`src/sv/etlu_pkg.sv`:
```
// etlu_pkg: constants, widths, opcodes and controller/datapath bundles
// for the tetrahedral eikonal local update block; no dependencies
package etlu_pkg;

   localparam int GRID_STEPS = 15;
   localparam int STEPS_W    = $clog2(GRID_STEPS + 1);
   localparam int COORD_W    = 32;
   localparam int TIME_W     = 32;
   localparam int BEST_W     = 40;
   localparam int MAG_W      = COORD_W + STEPS_W;
   localparam int D_W        = MAG_W + 1;
   localparam int HALF_W     = (MAG_W + 1) / 2;
   localparam int ROOT_W     = MAG_W + 1;
   localparam int RAD_W      = 2 * ROOT_W;
   localparam int REM_W      = ROOT_W + 3;
   localparam int SUM_W      = TIME_W + STEPS_W + 2;
   localparam int CNT_W      = $clog2(BEST_W);

   // divide by the grid step count through a reciprocal multiply
   localparam int DIV_SHIFT  = BEST_W + STEPS_W;
   localparam int DM_W       = DIV_SHIFT + 1;
   localparam int DM_HALF    = (DM_W + 1) / 2;
   localparam int DX_W       = BEST_W / 2;
   localparam int PROD_W     = BEST_W + DM_W;
   localparam int DIV_TERMS  = 4;
   localparam logic [DM_W-1:0] DIV_MULT =
      DM_W'(((64'd1 << DIV_SHIFT) + 64'(GRID_STEPS - 1)) / 64'(GRID_STEPS));

   localparam logic [1:0] OP_TARGET = 2'd0;
   localparam logic [1:0] OP_CORNER = 2'd1;
   localparam logic [1:0] OP_FINISH = 2'd2;
   localparam logic [1:0] SLOT_LAST = 2'd2;
   localparam logic [1:0] AX_LAST   = 2'd2;
   localparam logic [1:0] PP_LAST   = 2'd2;
   localparam logic [1:0] PP_LL     = 2'd0;
   localparam logic [1:0] PP_HL     = 2'd1;
   localparam logic [1:0] DP_LL     = 2'd0;
   localparam logic [1:0] DP_LH     = 2'd1;
   localparam logic [1:0] DP_HL     = 2'd2;

   typedef struct packed {
      logic               ld_target;
      logic               ld_corner;
      logic               diff;
      logic               start_sample;
      logic               pp;
      logic               sqrt_init;
      logic               sqrt_step;
      logic               update;
      logic               div_init;
      logic               div_step;
      logic               load_out;
      logic [1:0]         axis;
      logic [1:0]         pp_sel;
      logic [STEPS_W-1:0] i;
      logic [STEPS_W-1:0] j;
   } etlu_cmd_type;

   typedef struct packed {
      logic any_cell;
      logic out_busy;
   } etlu_sts_type;

endpackage

```
`src/sv/etlu_ctrl.sv`:
```
// etlu_ctrl: controller state machine sequencing sample sweep, square root
// and divide steps over the datapath; uses etlu_pkg
module etlu_ctrl (
   input  logic                   clock,
   input  logic                   reset,
   input  logic                   req_valid,
   output logic                   req_stall,
   input  logic [1:0]             req_opcode,
   input  logic [1:0]             req_corner,
   input  etlu_pkg::etlu_sts_type sts,
   output etlu_pkg::etlu_cmd_type cmd
);
   import etlu_pkg::*;

   localparam logic [2:0] S_IDLE   = 3'd0;
   localparam logic [2:0] S_DIFF   = 3'd1;
   localparam logic [2:0] S_MUL    = 3'd2;
   localparam logic [2:0] S_SQINIT = 3'd3;
   localparam logic [2:0] S_SQRT   = 3'd4;
   localparam logic [2:0] S_UPDATE = 3'd5;
   localparam logic [2:0] S_DIV    = 3'd6;
   localparam logic [2:0] S_LOAD   = 3'd7;

   logic [2:0]         state_ff, state_in;
   logic [1:0]         axis_ff, axis_in;
   logic [1:0]         pp_ff, pp_in;
   logic [CNT_W-1:0]   step_ff, step_in;
   logic [STEPS_W-1:0] i_ff, i_in;
   logic [STEPS_W-1:0] j_ff, j_in;
   logic [STEPS_W-1:0] j_max;

   always_comb begin
      state_in = state_ff;
      axis_in  = axis_ff;
      pp_in    = pp_ff;
      step_in  = step_ff;
      i_in     = i_ff;
      j_in     = j_ff;
      j_max    = STEPS_W'(GRID_STEPS) - i_ff;
      cmd      = '0;
      cmd.axis   = axis_ff;
      cmd.pp_sel = pp_ff;
      cmd.i      = i_ff;
      cmd.j      = j_ff;

      case (state_ff)
         S_IDLE: begin
            if (req_valid) begin
               case (req_opcode)
                  OP_TARGET: cmd.ld_target = 1'b1;
                  OP_CORNER: begin
                     if (req_corner inside {[2'd0:SLOT_LAST]}) begin
                        cmd.ld_corner = 1'b1;
                     end
                     if (req_corner == SLOT_LAST) begin
                        i_in     = '0;
                        j_in     = '0;
                        axis_in  = '0;
                        state_in = S_DIFF;
                     end
                  end
                  OP_FINISH: begin
                     cmd.div_init = 1'b1;
                     step_in      = '0;
                     state_in     = sts.any_cell ? S_DIV : S_LOAD;
                  end
                  default: ;
               endcase
            end
         end
         S_DIFF: begin
            cmd.diff         = 1'b1;
            cmd.start_sample = axis_ff == 2'd0;
            pp_in            = '0;
            state_in         = S_MUL;
         end
         S_MUL: begin
            cmd.pp = 1'b1;
            if (pp_ff == PP_LAST) begin
               if (axis_ff == AX_LAST) begin
                  state_in = S_SQINIT;
               end else begin
                  axis_in  = axis_ff + 2'd1;
                  state_in = S_DIFF;
               end
            end else begin
               pp_in = pp_ff + 2'd1;
            end
         end
         S_SQINIT: begin
            cmd.sqrt_init = 1'b1;
            step_in       = '0;
            state_in      = S_SQRT;
         end
         S_SQRT: begin
            cmd.sqrt_step = 1'b1;
            if (step_ff == CNT_W'(ROOT_W - 1)) begin
               state_in = S_UPDATE;
            end else begin
               step_in = step_ff + 1'b1;
            end
         end
         S_UPDATE: begin
            cmd.update = 1'b1;
            axis_in    = '0;
            state_in   = S_DIFF;
            if (j_ff == j_max) begin
               j_in = '0;
               if (i_ff == STEPS_W'(GRID_STEPS)) begin
                  i_in     = '0;
                  state_in = S_IDLE;
               end else begin
                  i_in = i_ff + 1'b1;
               end
            end else begin
               j_in = j_ff + 1'b1;
            end
         end
         S_DIV: begin
            cmd.div_step = 1'b1;
            cmd.pp_sel   = step_ff[1:0];
            if (step_ff == CNT_W'(DIV_TERMS - 1)) begin
               state_in = S_LOAD;
            end else begin
               step_in = step_ff + 1'b1;
            end
         end
         S_LOAD: begin
            if (!sts.out_busy) begin
               cmd.load_out = 1'b1;
               state_in     = S_IDLE;
            end
         end
         default: state_in = S_IDLE;
      endcase
   end

   always_ff @(posedge clock) begin
      if (reset) begin
         state_ff <= S_IDLE;
         axis_ff  <= '0;
         pp_ff    <= '0;
         step_ff  <= '0;
         i_ff     <= '0;
         j_ff     <= '0;
      end else begin
         state_ff <= state_in;
         axis_ff  <= axis_in;
         pp_ff    <= pp_in;
         step_ff  <= step_in;
         i_ff     <= i_in;
         j_ff     <= j_in;
      end
   end

   assign req_stall = state_ff != S_IDLE;

`ifndef SYNTHESIS
   a_sqrt_count: assert property (@(posedge clock) disable iff (reset)
      (state_ff == S_SQRT) |-> (step_ff <= CNT_W'(ROOT_W - 1)))
      else $error("square root step count overrun");
   a_grid_bound: assert property (@(posedge clock) disable iff (reset)
      (state_ff != S_IDLE) |-> (({1'b0, i_ff} + {1'b0, j_ff}) <= (STEPS_W+1)'(GRID_STEPS)))
      else $error("grid point outside face");
   a_load_done: assert property (@(posedge clock) disable iff (reset)
      (state_ff == S_LOAD && !sts.out_busy) |=> (state_ff == S_IDLE))
      else $error("result load did not return to idle");
   a_sweep_end: assert property (@(posedge clock) disable iff (reset)
      (state_ff == S_UPDATE && i_ff == STEPS_W'(GRID_STEPS)) |=> (state_ff == S_IDLE))
      else $error("sweep did not end after last grid point");
`endif

endmodule

```
`config.mk`:
```
export PLATFORM = sky130hd
export DESIGN_NAME = etlu_ctrl
export DESIGN_NICKNAME = d
export VERILOG_FILES = /design/src/sv/etlu_pkg.sv /design/src/sv/etlu_ctrl.sv
export SDC_FILE = /design/constraint.sdc
export NUM_CORES = 1
export LEC_CHECK = 0
export ABC_AREA = 1
export CAP_MARGIN = 40
export CORE_MARGIN = 3
export CORE_UTILIZATION = 30
export CTS_BUF_LIST = sky130_fd_sc_hd__clkbuf_16
export CTS_CLUSTER_SIZE = 16
export DETAILED_ROUTE_END_ITERATION = 10
export DONT_BUFFER_PORTS = 1
export REMOVE_ABC_BUFFERS = 1
export SYNTH_ARGS = -nofsm -noshare
export SYNTH_HDL_FRONTEND = slang
export SYNTH_SLANG_ARGS = --single-unit
```
`constraint.sdc`:
```
create_clock -name clock -period 3.5 [get_ports clock]
set_input_delay 0.525 -clock clock [delete_from_list [all_inputs] [get_ports clock]]
set_output_delay 0.525 -clock clock [all_outputs]
set_load 0.005 [all_outputs]
```
==> run summary, run 1 <==
• finished, final reports clean — result of the run
• 58.81% — Final period util
• 6.414 um^2 — Post-Synthesis Mean Instance Area
• 9.918% — P&R area growth vs syn
• 2058 ps — time the final worst path needs with I/O delays and setup
• 60 ps — Worst-path clk slew
• reset — hold wc startpoint
• output port — nature of the critical path endpoint
• 302 — number of cells after detailed placement
• 0.5725 mW — cell internal pwr
• 1526 um^2 — Cell Area, Synth
• 1530 ps — CP arrival
• 1 — Buf+Inv Stages, Crit Path
• 0 — Max Transition Viols Final
• 0 — number of flops mapped to enable cells by yosys
• 0 — final antenna-violating net count
• 23.8% — share of power burned in the clock network
• 41 — violation count after the first detailed-routing iteration
• 1711 ps — Post-Place Worst Slack
• 3637 um — total routed wirelength
• 5 — detailed-routing iteration count for the pre-antenna-repair pass
• dfxtp_1 — cell accounting for the most synthesized area
• 1678 um^2 — Design Area, Final
• 0 — Setup Buffers After CTS
• dfxtp_1 — Crit-path slowest cell
• 0 — antenna violations before repair
• 11.89 um — routed length per placed instance
• 2970 ps — WP data required
• dfxtp_1 — ys flop type
• nand2_1 — most common cell in the netlist
• 3 — number of clock buffers inserted by TritonCTS
• 0 — DRC violation count after routing
• 1.040 mW — overall power consumption
• 0.2056 mV — Worst VDD drop
• 619.5 nW/um^2 — power density over the cells
• 0 — Resized Gates After CTS
• 328.5 ps — smallest hold slack
• 16 — maximum number of pins on one net before global-route repair
• 62.74% — Relative slew margins
• simple AND/OR/NAND/NOR gates — Top delay family on crit path
• 0 — count of yosys warnings during synthesis
• 77.33 um — Die X-Extent
• 34.83% — final core area utilization
• 0.6924 nW — leakage power figure
• 0.8325 — global placer's final weighted congestion
• flip-flop — startpoint type of the worst setup path
• 0.4670 mW — switching power
• 6120 um — wire length of the first global-routing pass
• yes — CTS tree
• 0 — number of port buffers
• no — RSZ-0062 raised after global routing
• 0% — share of flip-flops with an asynchronous set or reset
• 27.54% — portion of synthesized cell area occupied by the leading cell type
• 260 ps — worst-skew pair later-pin latency
• 256 — number of nets at the end of the flow
• 4817 um^2 — core area
• 77.33 um — vertical die dimension
• 554.6 ps — Worst-Margin Slew
• 5980 um^2 — area of the die
• 2 — CTS max path bufs
• 306 — Finished Layout Cells
• 1442 ps — min setup slack post-route
• 12.56% — global-route usage over all layers
• 1,332 — vias in the first global route
• state_ff[2] — worst flop-to-flop path startpoint
• 59 x nand2_1, 29 x inv_1, 25 x nand3_1 — top cells by instance count after synthesis
• 31.69% — Initial Utilization
• 1 — maximum level of the CTS H-tree
• 480 ps — delay of the slowest cell on the worst path
• 27 — post-synthesis cell type count
• inv_2, nor3_1, and2_1 — critical path, cell by cell
• flip-flop to output port — startpoint-to-endpoint class of the critical path
• 1598 um^2 — placed standard-cell area
• 238 — synthesized instance count
• 557 — fill cell instance count of the final layout
• 0 ps — final setup TNS
• 21 — clock sink count
• state_ff[0] — Critical Path Source
• 0 — antenna diode count
• 11.30% — share of post-route cells with drive strength above 1
• 0 — Overflow after GRT
• 0 — number of maximum-capacitance constraint violations
• clkbuf_16 — CTS Root Buffer Type
• 4.735 — post-DR vias/cell
• 21 — #FFs+latches synth
• 33 — I/O pin count
• 27.54% — proportion of synthesized chip area in sequential cells
• 44.6% — part of the total power dissipated in combinational logic
• 0 — number of buffers inserted for hold repair after clock tree synthesis
• 2809 um — sum of net half-perimeters after detailed placement
• 5.405 ps — worst clock skew
• 25 — row count
• 1,449 — vias
• input port to flip-flop — min-delay worst type
• 0 — number of endpoints with negative hold slack in the final report
• 0 — Setup-failing EPs final
• 6 — highest fanout seen on the critical path
• 485.8 MHz — max frequency
• 31.7% — proportion of power drawn by flip-flops and latches
• dfxtp_1 28%, nand2_1 15%, nand3_1 8.2% — top post-synthesis cells by area
• 44.93% — net switching fraction of the power
==> registers in the layout (all words and copies together) (netlist names) <==
register,count
pp_ff,2
state_ff,3
axis_ff,2
step_ff,6
j_ff,4
i_ff,4
==> cell usage in the layout, fill, tap and decap left out <==
cell type / n
a21oi_1: 17
nor2_1: 23
a211oi_1: 4
a21oi_2: 1
clkinv_2: 1
nand2_1: 59
nand2_4: 4
xnor2_1: 1
and2_1: 1
o21ai_1: 2
nor2_2: 1
clkbuf_16: 3
inv_4: 1
dfxtp_1: 21
nor2_4: 5
o21ai_0: 5
inv_2: 4
nand3_2: 1
nor4_1: 2
nand2_2: 6
nand3_1: 25
ha_1: 7
inv_1: 29
nand4_1: 6
xor2_1: 4
clkinv_1: 1
nor3_1: 5
==> power groups by stage <==
stage	clock (mW)	combinational, mW	sequential, mW
detailed placement	0	0.465	0.334
finish	0.247	0.463	0.329
floorplan	0	0.383	0.323
global route	0.265	0.535	0.337
CTS	0.256	0.468	0.329
global placement	0	0.460	0.334
==> worst register-to-register path, stage by stage, from the launching register on <==
cell and delay (ps):
dfxtp_1 560, inv_2 160, nand2_4 150, inv_4 60, nand2_2 80, nand2_1 70
nand2_2 140, inv_2 70, nand2_2 110, nand2_1 60, nand2_1 50, nor2_1 50
==> worst paths after layout <==
path | to | slack (ps) | cells after the start
worst max-delay path | cmd[19] | 1440 | 3
worst min-delay path | j_ff[1] | 330 | 1
worst max register to register | i_ff[0] | 1860 | 11
worst min register to register | pp_ff[1] | 480 | 2
==> layer usage <==
| metal | routed length [um] | track usage, % | up-vias |
|---|---|---|---|
| met1 | 1669 | 15.64 | 635 |
| met5 | 0 | 0 | - |
| met4 | 80 | 5.516 | 0 |
| li1 | - | - | 771 |
| met2 | 1656 | 19.69 | 34 |
| met3 | 231 | 4.176 | 9 |
==> area by class of cell <==
| type | instances | area, um^2 | share of cell area [%] |
|---|---|---|---|
| Multi-Input combinational cell | 179 | 959.7 | 57.20 |
| Tap cell | 67 | 83.83 | 4.996 |
| Clock buffer | 3 | 75.07 | 4.474 |
| Clock inverter | 1 | 5.005 | 0.2983 |
| Sequential cell | 21 | 420.4 | 25.06 |
| Inverter | 35 | 133.9 | 7.979 |
==> kinds of logic after synthesis <==
| kind of cell | share of synthesized area [%] |
|---|---|
| AOI/OAI and AO/OA | 10.41 |
| xor gates and xnor gates | 2.869 |
| adders and majority gates | 5.737 |
| buffers and inverters | 9.589 |
| DFF | 27.54 |
| and+or+nand+nor | 43.85 |
No activity file was read; power rests on OpenSTA's default activity.
==> inputs of run 2 (changes only) <==
==> constraint.sdc (replaced) <==
create_clock -name clock -period 2.1 [get_ports clock]
set_input_delay 0.315 -clock clock [delete_from_list [all_inputs] [get_ports clock]]
set_output_delay 0.315 -clock clock [all_outputs]
set_load 0.005 [all_outputs]
==> run 2 against run 1 <==
  * Non-clock buffer count rose by 1
  * Sequential share of layout area shrank 0.11 points
  * Clock skew shrank 2.0 ps
  * Total power is 67% higher
  * Largest power group unchanged
==> run summary, run 2 (synthesized netlist as in run 1, its figures left out) <==
• finished, final reports clean — result of the run, unchanged
• 4.746 — post-DR vias/cell, was 4.735
• 11.67% — share of post-route cells with drive strength above 1, was 11.30%
• flip-flops — Top delay family on crit path, was simple AND/OR/NAND/NOR gates
• 77.33 um — vertical die dimension, unchanged
• 0 — antenna diode count, unchanged
• 0 — Setup-failing EPs final, unchanged
• 0 — DRC violation count after routing, unchanged
• 1,457 — vias, was 1,449
• 33 — I/O pin count, unchanged
• clkbuf_16 — CTS Root Buffer Type, unchanged
• 81.60% — Final period util
• 1 — Buf+Inv Stages, Crit Path, unchanged
• 0 — Overflow after GRT, unchanged
• yes — CTS tree, unchanged
• 23.5% — share of power burned in the clock network, was 23.8%
• 44.8% — part of the total power dissipated in combinational logic, was 44.6%
• 2 — CTS max path bufs, unchanged
• 31.69% — Initial Utilization, unchanged
• 77.33 um — Die X-Extent, unchanged
• 6175 um — wire length of the first global-routing pass, was 6120 um
• 257 — number of nets at the end of the flow, was 256
• 550 ps — delay of the slowest cell on the worst path, was 480 ps
• 1632 um — routed metal-1 wire length, was 1669 um
• flip-flop to output port — startpoint-to-endpoint class of the critical path, unchanged
• met4 — uppermost signal routing layer after detailed routing, unchanged
• 0 — number of port buffers, unchanged
• 2822 um — sum of net half-perimeters after detailed placement, was 2809 um
• 0 — Setup Buffers After CTS, unchanged
• 3619 um — total routed wirelength, was 3637 um
• 1 — maximum level of the CTS H-tree, unchanged
• 6 — number of flip-flops in the largest register, unchanged
• 470.7 ps — Post-Place Worst Slack, was 1711 ps
• 5980 um^2 — area of the die, unchanged
• 1693 um — Routed met2 length, was 1656 um
• 44.56% — net switching fraction of the power, was 44.93%
• 16 — maximum number of pins on one net before global-route repair, unchanged
• 1780 ps — WP data required, was 2970 ps
• 0.7734 mW — switching power, was 0.4670 mW
• 60 ps — Worst-path clk slew, about the same
• 250 ps — worst-skew pair later-pin latency, was 260 ps
• 9 — highest fanout seen on the critical path, was 6
• 1714 ps — time the final worst path needs with I/O delays and setup
• 0 — final antenna-violating net count, unchanged
• inv_2, nor2_4, nand2_1, o21ai_0 — critical path, cell by cell, was inv_2, nor3_1, and2_1
• 4817 um^2 — core area, unchanged
• 0 — number of maximum-capacitance constraint violations, unchanged
• 11.79 um — routed length per placed instance, was 11.89 um
• 583.5 MHz — max frequency
• 1030 nW/um^2 — power density over the cells, was 619.5 nW/um^2
• 0.6977 nW — leakage power figure, was 0.6924 nW
• 0.5519 mV — Worst VDD drop, was 0.2056 mV
• 12.55% — global-route usage over all layers, was 12.56%
• step_ff: 6 flops, i_ff: 4 flops, j_ff: 4 flops — registers with the highest flip-flop counts, unchanged
• dfxtp_1 — Crit-path slowest cell, unchanged
• nand2_1 — most common cell after layout, fill and taps aside, unchanged
• 57 — violation count after the first detailed-routing iteration, was 41
• 0 — antenna violations before repair, unchanged
• 3.454 ps — worst clock skew, was 5.405 ps
• 31.7% — proportion of power drawn by flip-flops and latches, about the same
• no — RSZ-0062 raised after global routing, unchanged
• 21 — clock sink count, unchanged
• 4 — detailed-routing iteration count for the pre-antenna-repair pass, was 5
• flip-flop — startpoint type of the worst setup path, unchanged
• 0 — Max Transition Viols Final, unchanged
• 0 — Resized Gates After CTS, unchanged
• 3 — number of clock buffers inserted by TritonCTS, unchanged
• 10.41% — P&R area growth vs syn, was 9.918%
• 25 — row count, unchanged
• 74.28% — Relative slew margins, was 62.74%
• 1400 ps — CP arrival, was 1530 ps
• 386.3 ps — min setup slack post-route, was 1442 ps
• 0 ps — final setup TNS, unchanged
• step_ff — Top reg by flops, unchanged
• 0.9622 mW — cell internal pwr, was 0.5725 mW
• 237 um — WL met3, was 231 um
• output port — nature of the critical path endpoint, unchanged
• 0 — number of buffers inserted for hold repair after clock tree synthesis, unchanged
• 1,331 — vias in the first global route, was 1,332
• 0 — number of endpoints with negative hold slack in the final report, unchanged
• 0.8389 — global placer's final weighted congestion, was 0.8325
• input port to flip-flop — min-delay worst type, unchanged
• 385.3 ps — Worst-Margin Slew, was 554.6 ps
• 59 x nand2_1, 29 x inv_1, 25 x nand3_1 — commonest non-fill, non-tap cells in the layout, unchanged
-- run 2: cell types whose count changed in the layout (fill, tap and decap cells not counted) --
cell and delta:
buf_4 +1
-- run 2: path summary, 6_finish.rpt --
kind,startpoint,end,slack [ps],depth (start not counted)
worst min register to register,pp_ff[1],pp_ff[1],490,2
worst max-delay path,state_ff[2],cmd[8],390,4
worst max register to register,state_ff[2],i_ff[0],440,9
worst min-delay path,reset,j_ff[1],120,1
-- run 2: power by group through the flow --
| stage | combinational (mW) | sequential, mW | clock [mW] |
|---|---|---|---|
| after detailed placement | 0.782 | 0.560 | 0 |
| after CTS | 0.785 | 0.550 | 0.427 |
| after global routing | 0.890 | 0.565 | 0.437 |
| after global placement | 0.781 | 0.557 | 0 |
| final | 0.777 | 0.551 | 0.408 |
| after floorplan | 0.638 | 0.538 | 0 |
-- run 2: per-layer routing --
layer,up-vias,track usage (%)
met5,-,0
met1,638,15.95
met2,34,20.03
li1,778,-
met4,0,4.093
met3,7,4.060
-- run 2: layout make-up --
cell class | instances | area (um^2)
inverters | 35 | 133.9
clock inverters | 1 | 5.005
well taps | 67 | 83.83
clock buffers | 3 | 75.07
repair buffers | 1 | 7.507
flip-flops and latches | 21 | 420.4
fillers | 531 | 3132
multi-input cells | 179 | 959.7
-- run 2: metrics by stage --
step	hold WS, ps	instance area [um^2]	utilization, %	power, mW	instances
3_3_place_gp	386.5	1605	33.32	1.338	303
5_1_grt	116.4	1685	34.99	1.893	307
4_1_cts	112.5	1685	34.99	1.763	307
2_1_floorplan	384.1	1514	-	1.175	235
3_5_place_dp	387.6	1605	33.32	1.342	303
6_report	120.6	1685	34.99	1.736	307
